[config.mk]
export PLATFORM = sky130hd
export DESIGN_NAME = rc_pulse_to_step_rate_top
export DESIGN_NICKNAME = d
export VERILOG_FILES = /design/src/sv/rpsr_pkg.sv /design/src/sv/rc_pulse_to_step_rate_top.sv /design/src/sv/rpsr_front.sv /design/src/sv/rpsr_queue.sv /design/src/sv/rpsr_back.sv
export SDC_FILE = /design/constraint.sdc
export NUM_CORES = 2
export LEC_CHECK = 0
export ABC_AREA = 1
export BUFFER_PORTS_ARGS = -buffer_cell sky130_fd_sc_hd__buf_2
export CORE_ASPECT_RATIO = 1.25
export CORE_MARGIN = 2
export CORE_UTILIZATION = 50
export CTS_CLUSTER_DIAMETER = 60
export DETAILED_ROUTE_END_ITERATION = 6
export GPL_ROUTABILITY_DRIVEN = 0
export GPL_TIMING_DRIVEN = 1
export PLACE_DENSITY = 0.74
export SLEW_MARGIN = 15
export SYNTH_ARGS = -nofsm -noshare
export SYNTH_HDL_FRONTEND = slang
export SYNTH_SLANG_ARGS = --single-unit
[constraint.sdc]
create_clock -name i_clk -period 5.95 [get_ports i_clk]
set_input_delay 1.19 -clock i_clk [delete_from_list [all_inputs] [get_ports i_clk]]
set_output_delay 1.19 -clock i_clk [all_outputs]
set_load 0.03 [all_outputs]
[src/sv/rpsr_pkg.sv]
// ----------------------------------------------------------------------------
// rpsr_pkg
// Shared types, widths and register codes of the RC pulse to step rate block.
// ----------------------------------------------------------------------------
`timescale 1ns / 1ps

package rpsr_pkg;

    // Field widths
    localparam int PULSE_W   = 16;
    localparam int TIME_W    = 16;
    localparam int POLE_W    = 7;
    localparam int STEP_W    = 21;
    localparam int PROD_W    = PULSE_W + TIME_W;   // offset * time fraction

    // APB side
    localparam int APB_ADDR_W = 5;
    localparam int APB_DATA_W = 32;

    // Largest pole pair count the register can hold
    localparam int POLE_MAX = (1 << POLE_W) - 1;

    // Default sine table size
    localparam int SINE_STEPS_DEF = 256;

    // Classified-item queue depth
    localparam int QUEUE_DEPTH = 2;

    // Reset values of the registers
    localparam logic [PULSE_W-1:0] CENTER_RST = 16'd1500;
    localparam logic [PULSE_W-1:0] DEAD_RST   = 16'd20;
    localparam logic [PULSE_W-1:0] UPPER_RST  = 16'd2000;
    localparam logic [PULSE_W-1:0] LOWER_RST  = 16'd1000;
    localparam logic               REV_RST    = 1'b0;
    localparam logic [POLE_W-1:0]  POLE_RST   = 7'd7;

    // Register index (byte address / 4)
    typedef enum logic [2:0] {
        REG_CENTER  = 3'd0,
        REG_DEAD    = 3'd1,
        REG_UPPER   = 3'd2,
        REG_LOWER   = 3'd3,
        REG_REVERSE = 3'd4,
        REG_POLE    = 3'd5
    } t_reg_idx;

    // Settings the front end classifies with
    typedef struct packed {
        logic [PULSE_W-1:0] center;
        logic [PULSE_W-1:0] dead;
        logic [PULSE_W-1:0] upper;
        logic [PULSE_W-1:0] lower;
        logic               rev;
    } t_front_cfg;

    // One classified item handed from front to back
    typedef struct packed {
        logic [PULSE_W-1:0] num_mag;   // |offset from center| after clamp
        logic [PULSE_W-1:0] den_mag;   // |threshold - center|
        logic [TIME_W-1:0]  time_frac; // Q0.16 seconds
        logic               neg;       // result sign
        logic               zero;      // result forced to zero
    } t_item;

    // Queue handshake toward the back end
    typedef struct packed {
        logic  valid;
        t_item item;
    } t_queue_out;

endpackage

[src/sv/rc_pulse_to_step_rate_top.sv]
// ----------------------------------------------------------------------------
// rc_pulse_to_step_rate_top
// RC stick pulse to proportional motor step count, with APB settings.
// ----------------------------------------------------------------------------
// Each item (pulse width, Q0.16 time fraction) gives exactly one signed step
// count. The front end classifies an item in the cycle it is accepted and
// places it in a two-entry queue; the back end takes one item at a time
// through two multiply steps, a bit-serial divider and an output register.
// The divider gives QW = clog2(127 * 2 * SINE_STEPS + 1) quotient bits, one
// bit per divide step. Two further items are taken while one is in work,
// and results wait in the output register while the sink stalls.
// Settings sit at byte addresses 4 * index and must be written while idle.
// ----------------------------------------------------------------------------
`timescale 1ns / 1ps

module rc_pulse_to_step_rate_top #(
    parameter int SINE_STEPS = rpsr_pkg::SINE_STEPS_DEF
) (
    input  logic                                i_clk,
    input  logic                                i_rst_n,
    // APB settings port
    input  logic                                psel,
    input  logic                                penable,
    input  logic                                pwrite,
    input  logic [rpsr_pkg::APB_ADDR_W-1:0]     paddr,
    input  logic [rpsr_pkg::APB_DATA_W-1:0]     pwdata,
    output logic [rpsr_pkg::APB_DATA_W-1:0]     prdata,
    output logic                                pready,
    // Input items
    input  logic                                i_in_valid,
    output logic                                o_in_stall,
    input  logic [rpsr_pkg::PULSE_W-1:0]        i_pulse_width,
    input  logic [rpsr_pkg::TIME_W-1:0]         i_time_fraction,
    // Result items
    output logic                                o_out_valid,
    input  logic                                i_out_stall,
    output logic [rpsr_pkg::STEP_W-1:0]         o_step_delta
);

    localparam int PW = rpsr_pkg::PULSE_W;
    localparam int DW = rpsr_pkg::APB_DATA_W;

    logic [PW-1:0]                   r_center;
    logic [PW-1:0]                   r_dead;
    logic [PW-1:0]                   r_upper;
    logic [PW-1:0]                   r_lower;
    logic                            r_rev;
    logic [rpsr_pkg::POLE_W-1:0]     r_pole;

    logic                            w_wr;
    logic [2:0]                      w_idx;
    rpsr_pkg::t_front_cfg            w_cfg;
    rpsr_pkg::t_item                 w_item;
    logic                            w_push;
    logic                            w_full;
    logic                            w_pop;
    rpsr_pkg::t_queue_out            w_head;

    assign pready = 1'b1;
    assign w_wr   = psel && penable && pwrite && pready;
    assign w_idx  = paddr[4:2];

    // Setting registers
    always_ff @(posedge i_clk) begin
        if (!i_rst_n) begin
            r_center <= rpsr_pkg::CENTER_RST;
            r_dead   <= rpsr_pkg::DEAD_RST;
            r_upper  <= rpsr_pkg::UPPER_RST;
            r_lower  <= rpsr_pkg::LOWER_RST;
            r_rev    <= rpsr_pkg::REV_RST;
            r_pole   <= rpsr_pkg::POLE_RST;
        end else if (w_wr) begin
            unique case (w_idx)
                rpsr_pkg::REG_CENTER:  r_center <= pwdata[PW-1:0];
                rpsr_pkg::REG_DEAD:    r_dead   <= pwdata[PW-1:0];
                rpsr_pkg::REG_UPPER:   r_upper  <= pwdata[PW-1:0];
                rpsr_pkg::REG_LOWER:   r_lower  <= pwdata[PW-1:0];
                rpsr_pkg::REG_REVERSE: r_rev    <= pwdata[0];
                rpsr_pkg::REG_POLE:    r_pole   <= pwdata[rpsr_pkg::POLE_W-1:0];
                default: ;
            endcase
        end
    end

    // Read-back
    always_comb begin
        unique case (w_idx)
            rpsr_pkg::REG_CENTER:  prdata = DW'(r_center);
            rpsr_pkg::REG_DEAD:    prdata = DW'(r_dead);
            rpsr_pkg::REG_UPPER:   prdata = DW'(r_upper);
            rpsr_pkg::REG_LOWER:   prdata = DW'(r_lower);
            rpsr_pkg::REG_REVERSE: prdata = DW'(r_rev);
            rpsr_pkg::REG_POLE:    prdata = DW'(r_pole);
            default:               prdata = '0;
        endcase
    end

    always_comb begin
        w_cfg.center = r_center;
        w_cfg.dead   = r_dead;
        w_cfg.upper  = r_upper;
        w_cfg.lower  = r_lower;
        w_cfg.rev    = r_rev;
    end

    rpsr_front u_front (
        .i_in_valid      (i_in_valid),
        .o_in_stall      (o_in_stall),
        .i_pulse_width   (i_pulse_width),
        .i_time_fraction (i_time_fraction),
        .i_cfg           (w_cfg),
        .i_queue_full    (w_full),
        .o_push          (w_push),
        .o_item          (w_item)
    );

    rpsr_queue u_queue (
        .i_clk   (i_clk),
        .i_rst_n (i_rst_n),
        .i_push  (w_push),
        .i_item  (w_item),
        .o_full  (w_full),
        .i_pop   (w_pop),
        .o_head  (w_head)
    );

    rpsr_back #(
        .SINE_STEPS (SINE_STEPS)
    ) u_back (
        .i_clk        (i_clk),
        .i_rst_n      (i_rst_n),
        .i_head       (w_head),
        .o_pop        (w_pop),
        .i_pole_pairs (r_pole),
        .o_out_valid  (o_out_valid),
        .i_out_stall  (i_out_stall),
        .o_step_delta (o_step_delta)
    );

endmodule

[src/sv/rpsr_front.sv]
// ----------------------------------------------------------------------------
// rpsr_front
// Accepts pulse items, classifies them against the dead band and thresholds.
// ----------------------------------------------------------------------------
`timescale 1ns / 1ps

module rpsr_front (
    input  logic                                i_in_valid,
    output logic                                o_in_stall,
    input  logic [rpsr_pkg::PULSE_W-1:0]        i_pulse_width,
    input  logic [rpsr_pkg::TIME_W-1:0]         i_time_fraction,
    input  rpsr_pkg::t_front_cfg                i_cfg,
    input  logic                                i_queue_full,
    output logic                                o_push,
    output rpsr_pkg::t_item                     o_item
);

    localparam int PW = rpsr_pkg::PULSE_W;

    // Magnitude of a 17-bit two's complement value that lies within +-65535
    function automatic logic [PW-1:0] abs17(input logic [PW:0] x);
        logic [PW:0] neg_x;
        neg_x = -x;
        return x[PW] ? neg_x[PW-1:0] : x[PW-1:0];
    endfunction

    logic [PW:0]          w_hi_edge;
    logic signed [PW+1:0] w_lo_edge;
    logic                 w_p_nz;
    logic                 w_above;
    logic                 w_below;
    logic [PW-1:0]        w_p_hi;
    logic [PW-1:0]        w_p_lo;
    logic [PW:0]          w_num;
    logic [PW:0]          w_den;

    // Band edges, computed without wrap
    assign w_hi_edge = {1'b0, i_cfg.center} + {1'b0, i_cfg.dead};
    assign w_lo_edge = $signed({2'b00, i_cfg.center}) - $signed({2'b00, i_cfg.dead});

    // Side of center
    assign w_p_nz  = (i_pulse_width != '0);
    assign w_above = w_p_nz && ({1'b0, i_pulse_width} > w_hi_edge);
    assign w_below = w_p_nz && !w_above &&
                     ($signed({2'b00, i_pulse_width}) < w_lo_edge);

    // Clamp to the threshold on each side
    assign w_p_hi = (i_pulse_width > i_cfg.upper) ? i_cfg.upper : i_pulse_width;
    assign w_p_lo = (i_pulse_width < i_cfg.lower) ? i_cfg.lower : i_pulse_width;

    // Offset and span, same sign on either side
    assign w_num = w_above ? ({1'b0, w_p_hi} - {1'b0, i_cfg.center})
                           : ({1'b0, i_cfg.center} - {1'b0, w_p_lo});
    assign w_den = w_above ? ({1'b0, i_cfg.upper} - {1'b0, i_cfg.center})
                           : ({1'b0, i_cfg.center} - {1'b0, i_cfg.lower});

    // Classified item
    always_comb begin
        o_item.num_mag   = abs17(w_num);
        o_item.den_mag   = abs17(w_den);
        o_item.time_frac = i_time_fraction;
        o_item.neg       = w_below ^ i_cfg.rev;
        o_item.zero      = !(w_above || w_below) || (w_den == '0);
    end

    assign o_in_stall = i_queue_full;
    assign o_push     = i_in_valid && !i_queue_full;

endmodule

[src/sv/rpsr_queue.sv]
// ----------------------------------------------------------------------------
// rpsr_queue
// Short FIFO of classified items between the front and back ends.
// ----------------------------------------------------------------------------
`timescale 1ns / 1ps

module rpsr_queue (
    input  logic                  i_clk,
    input  logic                  i_rst_n,
    input  logic                  i_push,
    input  rpsr_pkg::t_item       i_item,
    output logic                  o_full,
    input  logic                  i_pop,
    output rpsr_pkg::t_queue_out  o_head
);

    localparam int DEPTH = rpsr_pkg::QUEUE_DEPTH;
    localparam int PTR_W = (DEPTH > 1) ? $clog2(DEPTH) : 1;
    localparam int CNT_W = $clog2(DEPTH + 1);

    rpsr_pkg::t_item   r_mem [DEPTH];
    logic [PTR_W-1:0]  r_wr_ptr, n_wr_ptr;
    logic [PTR_W-1:0]  r_rd_ptr, n_rd_ptr;
    logic [CNT_W-1:0]  r_count, n_count;
    logic              w_do_push;
    logic              w_do_pop;

    assign o_full    = (r_count == CNT_W'(DEPTH));
    assign w_do_push = i_push && !o_full;
    assign w_do_pop  = i_pop && (r_count != '0);

    // Pointer and fill count update
    always_comb begin
        n_wr_ptr = r_wr_ptr;
        n_rd_ptr = r_rd_ptr;
        n_count  = r_count;
        if (w_do_push) begin
            n_wr_ptr = (r_wr_ptr == PTR_W'(DEPTH - 1)) ? '0 : r_wr_ptr + 1'b1;
        end
        if (w_do_pop) begin
            n_rd_ptr = (r_rd_ptr == PTR_W'(DEPTH - 1)) ? '0 : r_rd_ptr + 1'b1;
        end
        case ({w_do_push, w_do_pop})
            2'b10:   n_count = r_count + 1'b1;
            2'b01:   n_count = r_count - 1'b1;
            default: n_count = r_count;
        endcase
    end

    always_ff @(posedge i_clk) begin
        if (!i_rst_n) begin
            r_wr_ptr <= '0;
            r_rd_ptr <= '0;
            r_count  <= '0;
        end else begin
            r_wr_ptr <= n_wr_ptr;
            r_rd_ptr <= n_rd_ptr;
            r_count  <= n_count;
        end
    end

    // Entry storage, no reset needed
    always_ff @(posedge i_clk) begin
        if (w_do_push) begin
            r_mem[r_wr_ptr] <= i_item;
        end
    end

    assign o_head.valid = (r_count != '0);
    assign o_head.item  = r_mem[r_rd_ptr];

endmodule

[src/sv/rpsr_back.sv]
// ----------------------------------------------------------------------------
// rpsr_back
// Scales a classified item and divides by the span, one quotient bit a cycle.
// ----------------------------------------------------------------------------
`timescale 1ns / 1ps

module rpsr_back #(
    parameter int SINE_STEPS = rpsr_pkg::SINE_STEPS_DEF
) (
    input  logic                              i_clk,
    input  logic                              i_rst_n,
    input  rpsr_pkg::t_queue_out              i_head,
    output logic                              o_pop,
    input  logic [rpsr_pkg::POLE_W-1:0]       i_pole_pairs,
    output logic                              o_out_valid,
    input  logic                              i_out_stall,
    output logic [rpsr_pkg::STEP_W-1:0]       o_step_delta
);

    localparam int PW   = rpsr_pkg::PULSE_W;
    localparam int OW   = rpsr_pkg::STEP_W;
    localparam int MW   = rpsr_pkg::PROD_W;
    // Quotient bits: the quotient stays below pole_pairs * 2 * SINE_STEPS
    localparam int QW   = $clog2(rpsr_pkg::POLE_MAX * 2 * SINE_STEPS + 1);
    localparam int FW   = QW + MW;              // full product width
    localparam int CW   = $clog2(QW);
    localparam int TWO_SINE = 2 * SINE_STEPS;
    localparam int TIME_W_OFS = rpsr_pkg::TIME_W;

    typedef enum logic [4:0] {
        ST_IDLE = 5'b00001,
        ST_MUL1 = 5'b00010,
        ST_MUL2 = 5'b00100,
        ST_DIV  = 5'b01000,
        ST_DONE = 5'b10000
    } t_state;

    t_state           r_state, n_state;
    rpsr_pkg::t_item  r_item, n_item;
    logic [QW-1:0]    r_k, n_k;
    logic [MW-1:0]    r_q, n_q;
    logic [PW-1:0]    r_rem, n_rem;
    logic [QW-1:0]    r_quot, n_quot;
    logic [CW-1:0]    r_cnt, n_cnt;
    logic             r_out_valid, n_out_valid;
    logic [OW-1:0]    r_out_data, n_out_data;

    logic [FW-1:0]    w_prod;
    logic [PW:0]      w_trial;
    logic [PW:0]      w_diff;
    logic             w_ge;
    logic [OW-1:0]    w_mag;
    logic             w_out_free;

    // Scale product: (pole_pairs * 2 * SINE_STEPS) * (offset * time)
    assign w_prod = FW'(r_k) * FW'(r_q);

    // One restoring division step
    assign w_trial = {r_rem, r_quot[QW-1]};
    assign w_diff  = w_trial - {1'b0, r_item.den_mag};
    assign w_ge    = (w_trial >= {1'b0, r_item.den_mag});

    assign w_mag      = OW'(r_quot);
    assign w_out_free = !r_out_valid || !i_out_stall;
    assign o_pop      = (r_state == ST_IDLE) && i_head.valid;

    // Sequencer
    always_comb begin
        n_state     = r_state;
        n_item      = r_item;
        n_k         = r_k;
        n_q         = r_q;
        n_rem       = r_rem;
        n_quot      = r_quot;
        n_cnt       = r_cnt;
        n_out_valid = r_out_valid && i_out_stall;
        n_out_data  = r_out_data;
        unique case (r_state)
            ST_IDLE: begin
                if (i_head.valid) begin
                    n_item  = i_head.item;
                    n_k     = QW'(i_pole_pairs) * QW'(TWO_SINE);
                    n_state = ST_MUL1;
                end
            end
            ST_MUL1: begin
                n_q     = MW'(r_item.num_mag) * MW'(r_item.time_frac);
                n_state = ST_MUL2;
            end
            ST_MUL2: begin
                // Drop the Q0.16 fraction bits; upper part starts below the span
                n_rem   = w_prod[FW-1 -: PW];
                n_quot  = w_prod[TIME_W_OFS +: QW];
                n_cnt   = CW'(QW - 1);
                n_state = ST_DIV;
            end
            ST_DIV: begin
                n_rem  = w_ge ? w_diff[PW-1:0] : w_trial[PW-1:0];
                n_quot = {r_quot[QW-2:0], w_ge};
                n_cnt  = r_cnt - 1'b1;
                if (r_cnt == '0) begin
                    n_state = ST_DONE;
                end
            end
            ST_DONE: begin
                if (w_out_free) begin
                    n_out_valid = 1'b1;
                    if (r_item.zero) begin
                        n_out_data = '0;
                    end else if (r_item.neg) begin
                        n_out_data = -w_mag;
                    end else begin
                        n_out_data = w_mag;
                    end
                    n_state = ST_IDLE;
                end
            end
            default: n_state = ST_IDLE;
        endcase
    end

    always_ff @(posedge i_clk) begin
        if (!i_rst_n) begin
            r_state     <= ST_IDLE;
            r_out_valid <= 1'b0;
        end else begin
            r_state     <= n_state;
            r_out_valid <= n_out_valid;
        end
    end

    // Datapath registers
    always_ff @(posedge i_clk) begin
        r_item     <= n_item;
        r_k        <= n_k;
        r_q        <= n_q;
        r_rem      <= n_rem;
        r_quot     <= n_quot;
        r_cnt      <= n_cnt;
        r_out_data <= n_out_data;
    end

    assign o_out_valid  = r_out_valid;
    assign o_step_delta = r_out_data;

endmodule

==> out/qor_table.md <==
| Step | Metric | Reported |
| --- | --- | --- |
| status | Outcome | completed |
| floorplan | DIE WIDTH | 246.4 um |
| sta | Setup TNS after final layout | 0 ns |
| yosys | Simple-gate share of the synthesized area | 18.75% |
| placed design | Post-DP Area | 0.03882 sq mm |
| cells and area | Area growth from synthesis to layout | 10.27% |
| sta | Clock tree skew after final layout | 0.06791 ns |
| yosys | Number of flip-flops and latches in the synthesized netlist | 328 |
| cells and area | Layout Nets | 5603 |
| floorplan | Top Ports | 132 |
| yosys | Proportion of synthesized area in mux cells | 0% |
| clocking | Cell at the root of the clock tree | clkbuf_16 |
| yosys | Synth Area per Inst | 7.795 sq um |
| sta | Number of setup violations in the final report | 0 |
| sta | PnR worst setup slack | 0.1719 ns |
| clocking | Number of clock sinks seen by CTS | 328 |
| yosys | Cell area after technology mapping | 0.03672 sq mm |
| clocking | Maximum buffer depth of the clock tree | 3 |
| worst setup path | Peak per-stage delay on the critical path | 0.56 ns |
| global routing | Via count of the first global-routing pass | 30490 |
| sta | Actual transition at the worst max-transition pin | 0.9896 ns |
| worst setup path | Startpoint Class | flip-flop |
| sta | Peak Freq | 173.1 MHz |
| detailed routing | Vias per inst | 5.331 |
| run | Max-cap violations | 0 |
| cells and area | Final instance area | 0.04049 sq mm |
| worst setup path | Kind of critical path | flip-flop to flip-flop |
| yosys | Share of synthesized flip-flops with an asynchronous set or reset | 0% |
| worst setup path | Arrival time of the worst setup path | 6.05 ns |
| floorplan | Die Span Y | 307.0 um |
| worst setup path | Cells along the critical path | buf_4, nand2_1, inv_1, fa_1, inv_1, fa_1, inv_1, fa_1, fa_1, fa_1, inv_1, fa_1, inv_1, ha_4, nand2_1, inv_1, nand3_1, nor3_2, nand2_1, o211ai_1, nand2_1, o311ai_0, xor2_1 |
| clocking | Reg clk slew, reported paths | 0.06 ns |
| yosys | Largest family of logic cells by synthesized area | adder cells |
| global routing | Largest net degree at the start of global routing | 72 |
| sta | Tightest slew margin relative to the limit | 34.03% |
| sta | Final Hold Viols | 0 |
| detailed routing | Remaining number of nets flagged by the antenna check after routing | 0 |
| worst setup path | Largest delay share family, worst path | adder cells |
| cells and area | Layout cells sized above 1 | 7.741% |
| worst setup path | Required time reported for the critical path endpoint | 6.22 ns |
| detailed routing | Total wire length | 95.23 mm |
| worst setup path | Critical Path End Type | flip-flop |
| sta | Final worst path period share | 97.11% |
| global routing | Overall fraction of global-route tracks in use | 25.13% |
| clocking | Clock tree from TritonCTS | yes |
| yosys | Post-synthesis share of cell area spent on full adders, half adders and majority gates | 30.55% |
| placed design | Setup slack at placement | 0.06075 ns |
| detailed routing | DRC violations left | 0 |
| floorplan | Full die area | 0.07563 sq mm |
| global routing | Antenna violations before repair | 2 |
| cells and area | Final Instance Count excl. Fillers | 5830 |
| detailed routing | Pre-Repair DR Iteration Count | 5 |
| yosys | Count of yosys warnings during synthesis | 0 |
| worst setup path | Largest fanout of any net on the critical path | 7 |
| placed design | Number of buffers inserted by port buffering | 96 |
| worst hold path | Kind of path behind the tightest hold check | flip-flop to flip-flop |
| yosys | Leading register cell type out of synthesis | edfxtp_1 |
| yosys | Post-synthesis cell count | 4710 |
| placed design | Post-placement cell count | 5737 |
| cells and area | Final antenna diode count | 0 |
| yosys | Sequential-to-total area share from yosys stat | 24.59% |
| global routing | GR Overflow Total | 0 |
| cells and area | Commonest cells after routing, fill and taps aside | nand2_1, inv_1, fa_1 |
| yosys | Fraction of the mapped netlist area in compound gates | 10.17% |
| detailed routing | Number of violations reported at the end of detailed-routing iteration 0 | 2056 |
| cells and area | Most common library cell in the layout ignoring fill and taps | nand2_1 |
| worst setup path | Crit path buffers/inverters | 7 |
| floorplan | Site Rows | 111 |
| placed design | Detailed placement HPWL | 76.99 mm |
| global routing | Global-route wire length before repair | 152.3 mm |
| floorplan | Area of the core region | 0.07305 sq mm |
| clocking | Insertion delay to the later sink of the worst-skew pair | 0.60 ns |
| clocking | TritonCTS Buffers | 40 |
| yosys | Fraction of synthesized cell area in xor and xnor cells | 3.411% |
| detailed routing | Routed wirelength normalized by instance count | 16.33 um |
| worst setup path | Crit-path slowest cell | fa_1 |
| sta | Slew Limit Fails | 0 |
| sta | Setup repair after global routing missed its margin | yes |
| cells and area | Number of fill cells | 6610 |
| floorplan | Starting utilization of the core area | 50.26% |
| yosys | Count of cell types in the netlist | 57 |
| yosys | EDFF count, synth | 246 |
| sta | Fin crit period | 5.778 ns |
| clocking | H-tree lvl count | 2 |
| detailed routing | Number of vias after detailed routing | 31080 |
[layout make-up]
class / instances / area, sq um / area share, %
multi-input combinational: 3203 / 23280 / 57.49
sequential: 328 / 9030 / 22.30
inverter: 1021 / 3835 / 9.472
timing repair buffer: 246 / 1749 / 4.320
tap: 960 / 1201 / 2.967
clock buffer: 47 / 1059 / 2.615
clock inverter: 25 / 335.3 / 0.8282
[routing by layer]
layer  global-route usage, %  part of all wire [%]
met1                   29.19                    38
met2                   44.40                    50
met3                   2.906                   5.4
met4                   14.84                   6.7
met5                       0                 0.012
[flip-flops by register name (all words and copies together), names as in the netlist]
register and cells:
u_queue.r_mem 100, u_back.r_item 50, u_back.r_q 32, u_back.o_step_delta 21, r_center 16, r_dead 16, r_lower 16, r_upper 16
u_back.r_quot 16, u_back.r_rem 16, r_pole 7, u_back.r_k 7, u_back.r_state 5, u_back.r_cnt 4, u_queue.r_count 2, r_rev 1
u_back.o_out_valid 1, u_queue.r_rd_ptr 1, u_queue.r_wr_ptr 1
[stage by stage]
stage          hold slack, ns  util (%)
2_1_floorplan          0.4308         -
3_3_place_gp           0.4638     53.14
3_5_place_dp           0.4732     53.14
4_1_cts                0.4828     55.07
5_1_grt                0.4988     55.42
6_report               0.4798     55.42
[worst min-delay path: stages (launching register included)]
cell,delay (ns)
dfxtp_1,0.33
inv_1,0.05
a21oi_1,0.05
[synthesized netlist by cell type, drive strengths merged, types with 16 or more instances]
cell | count | area share, %
nand4 | 43 | 0.75
o221ai | 20 | 0.48
clkbuf | 136 | 1.4
xnor2 | 53 | 1.3
or2 | 16 | 0.27
ha | 338 | 12
a31oi | 19 | 0.32
nand2 | 1216 | 12
edfxtp | 246 | 20
nor3 | 42 | 0.57
nor2 | 194 | 2.0
fa | 349 | 19
buf | 37 | 0.68
o21ai | 245 | 3.4
xor2 | 90 | 2.1
inv | 1018 | 10
o211ai | 24 | 0.49
nand3 | 146 | 2.1
dfxtp | 82 | 4.5
a21oi | 282 | 3.9
[cells by family after synthesis]
family,count (synthesis)
AO/OA/AOI/OAI,667
XOR/XNOR,143
adder cells (fa/ha/maj),687
buffers and inverters,1194
flip-flops,328
other,2
AND/OR/NAND/NOR,1689
[final timing paths]
path,from,endpoint,slack [ns],depth (start not counted)
max,u_back.r_item[39],u_back.r_q[30],0.17,23
min,r_rev,r_rev,0.48,2
max reg2reg,u_back.r_item[39],u_back.r_q[30],0.17,23
min reg2reg,r_rev,r_rev,0.48,2
[what timing repair did]
| action | 4_1_cts | 5_1_grt |
|---|---|---|
| endpoints found under the setup margin | 1 | 43 |
| hold buffers | 0 | 0 |
| pin swaps | 0 | 4 |
| resized for setup | 1 | 26 |
| hold endpoints to repair | 0 | 0 |
| setup buffers | 2 | 19 |
Power is left out: the tool's default activity adds up to more than one toggle a clock period on the data nets, which glitch-free logic cannot reach.
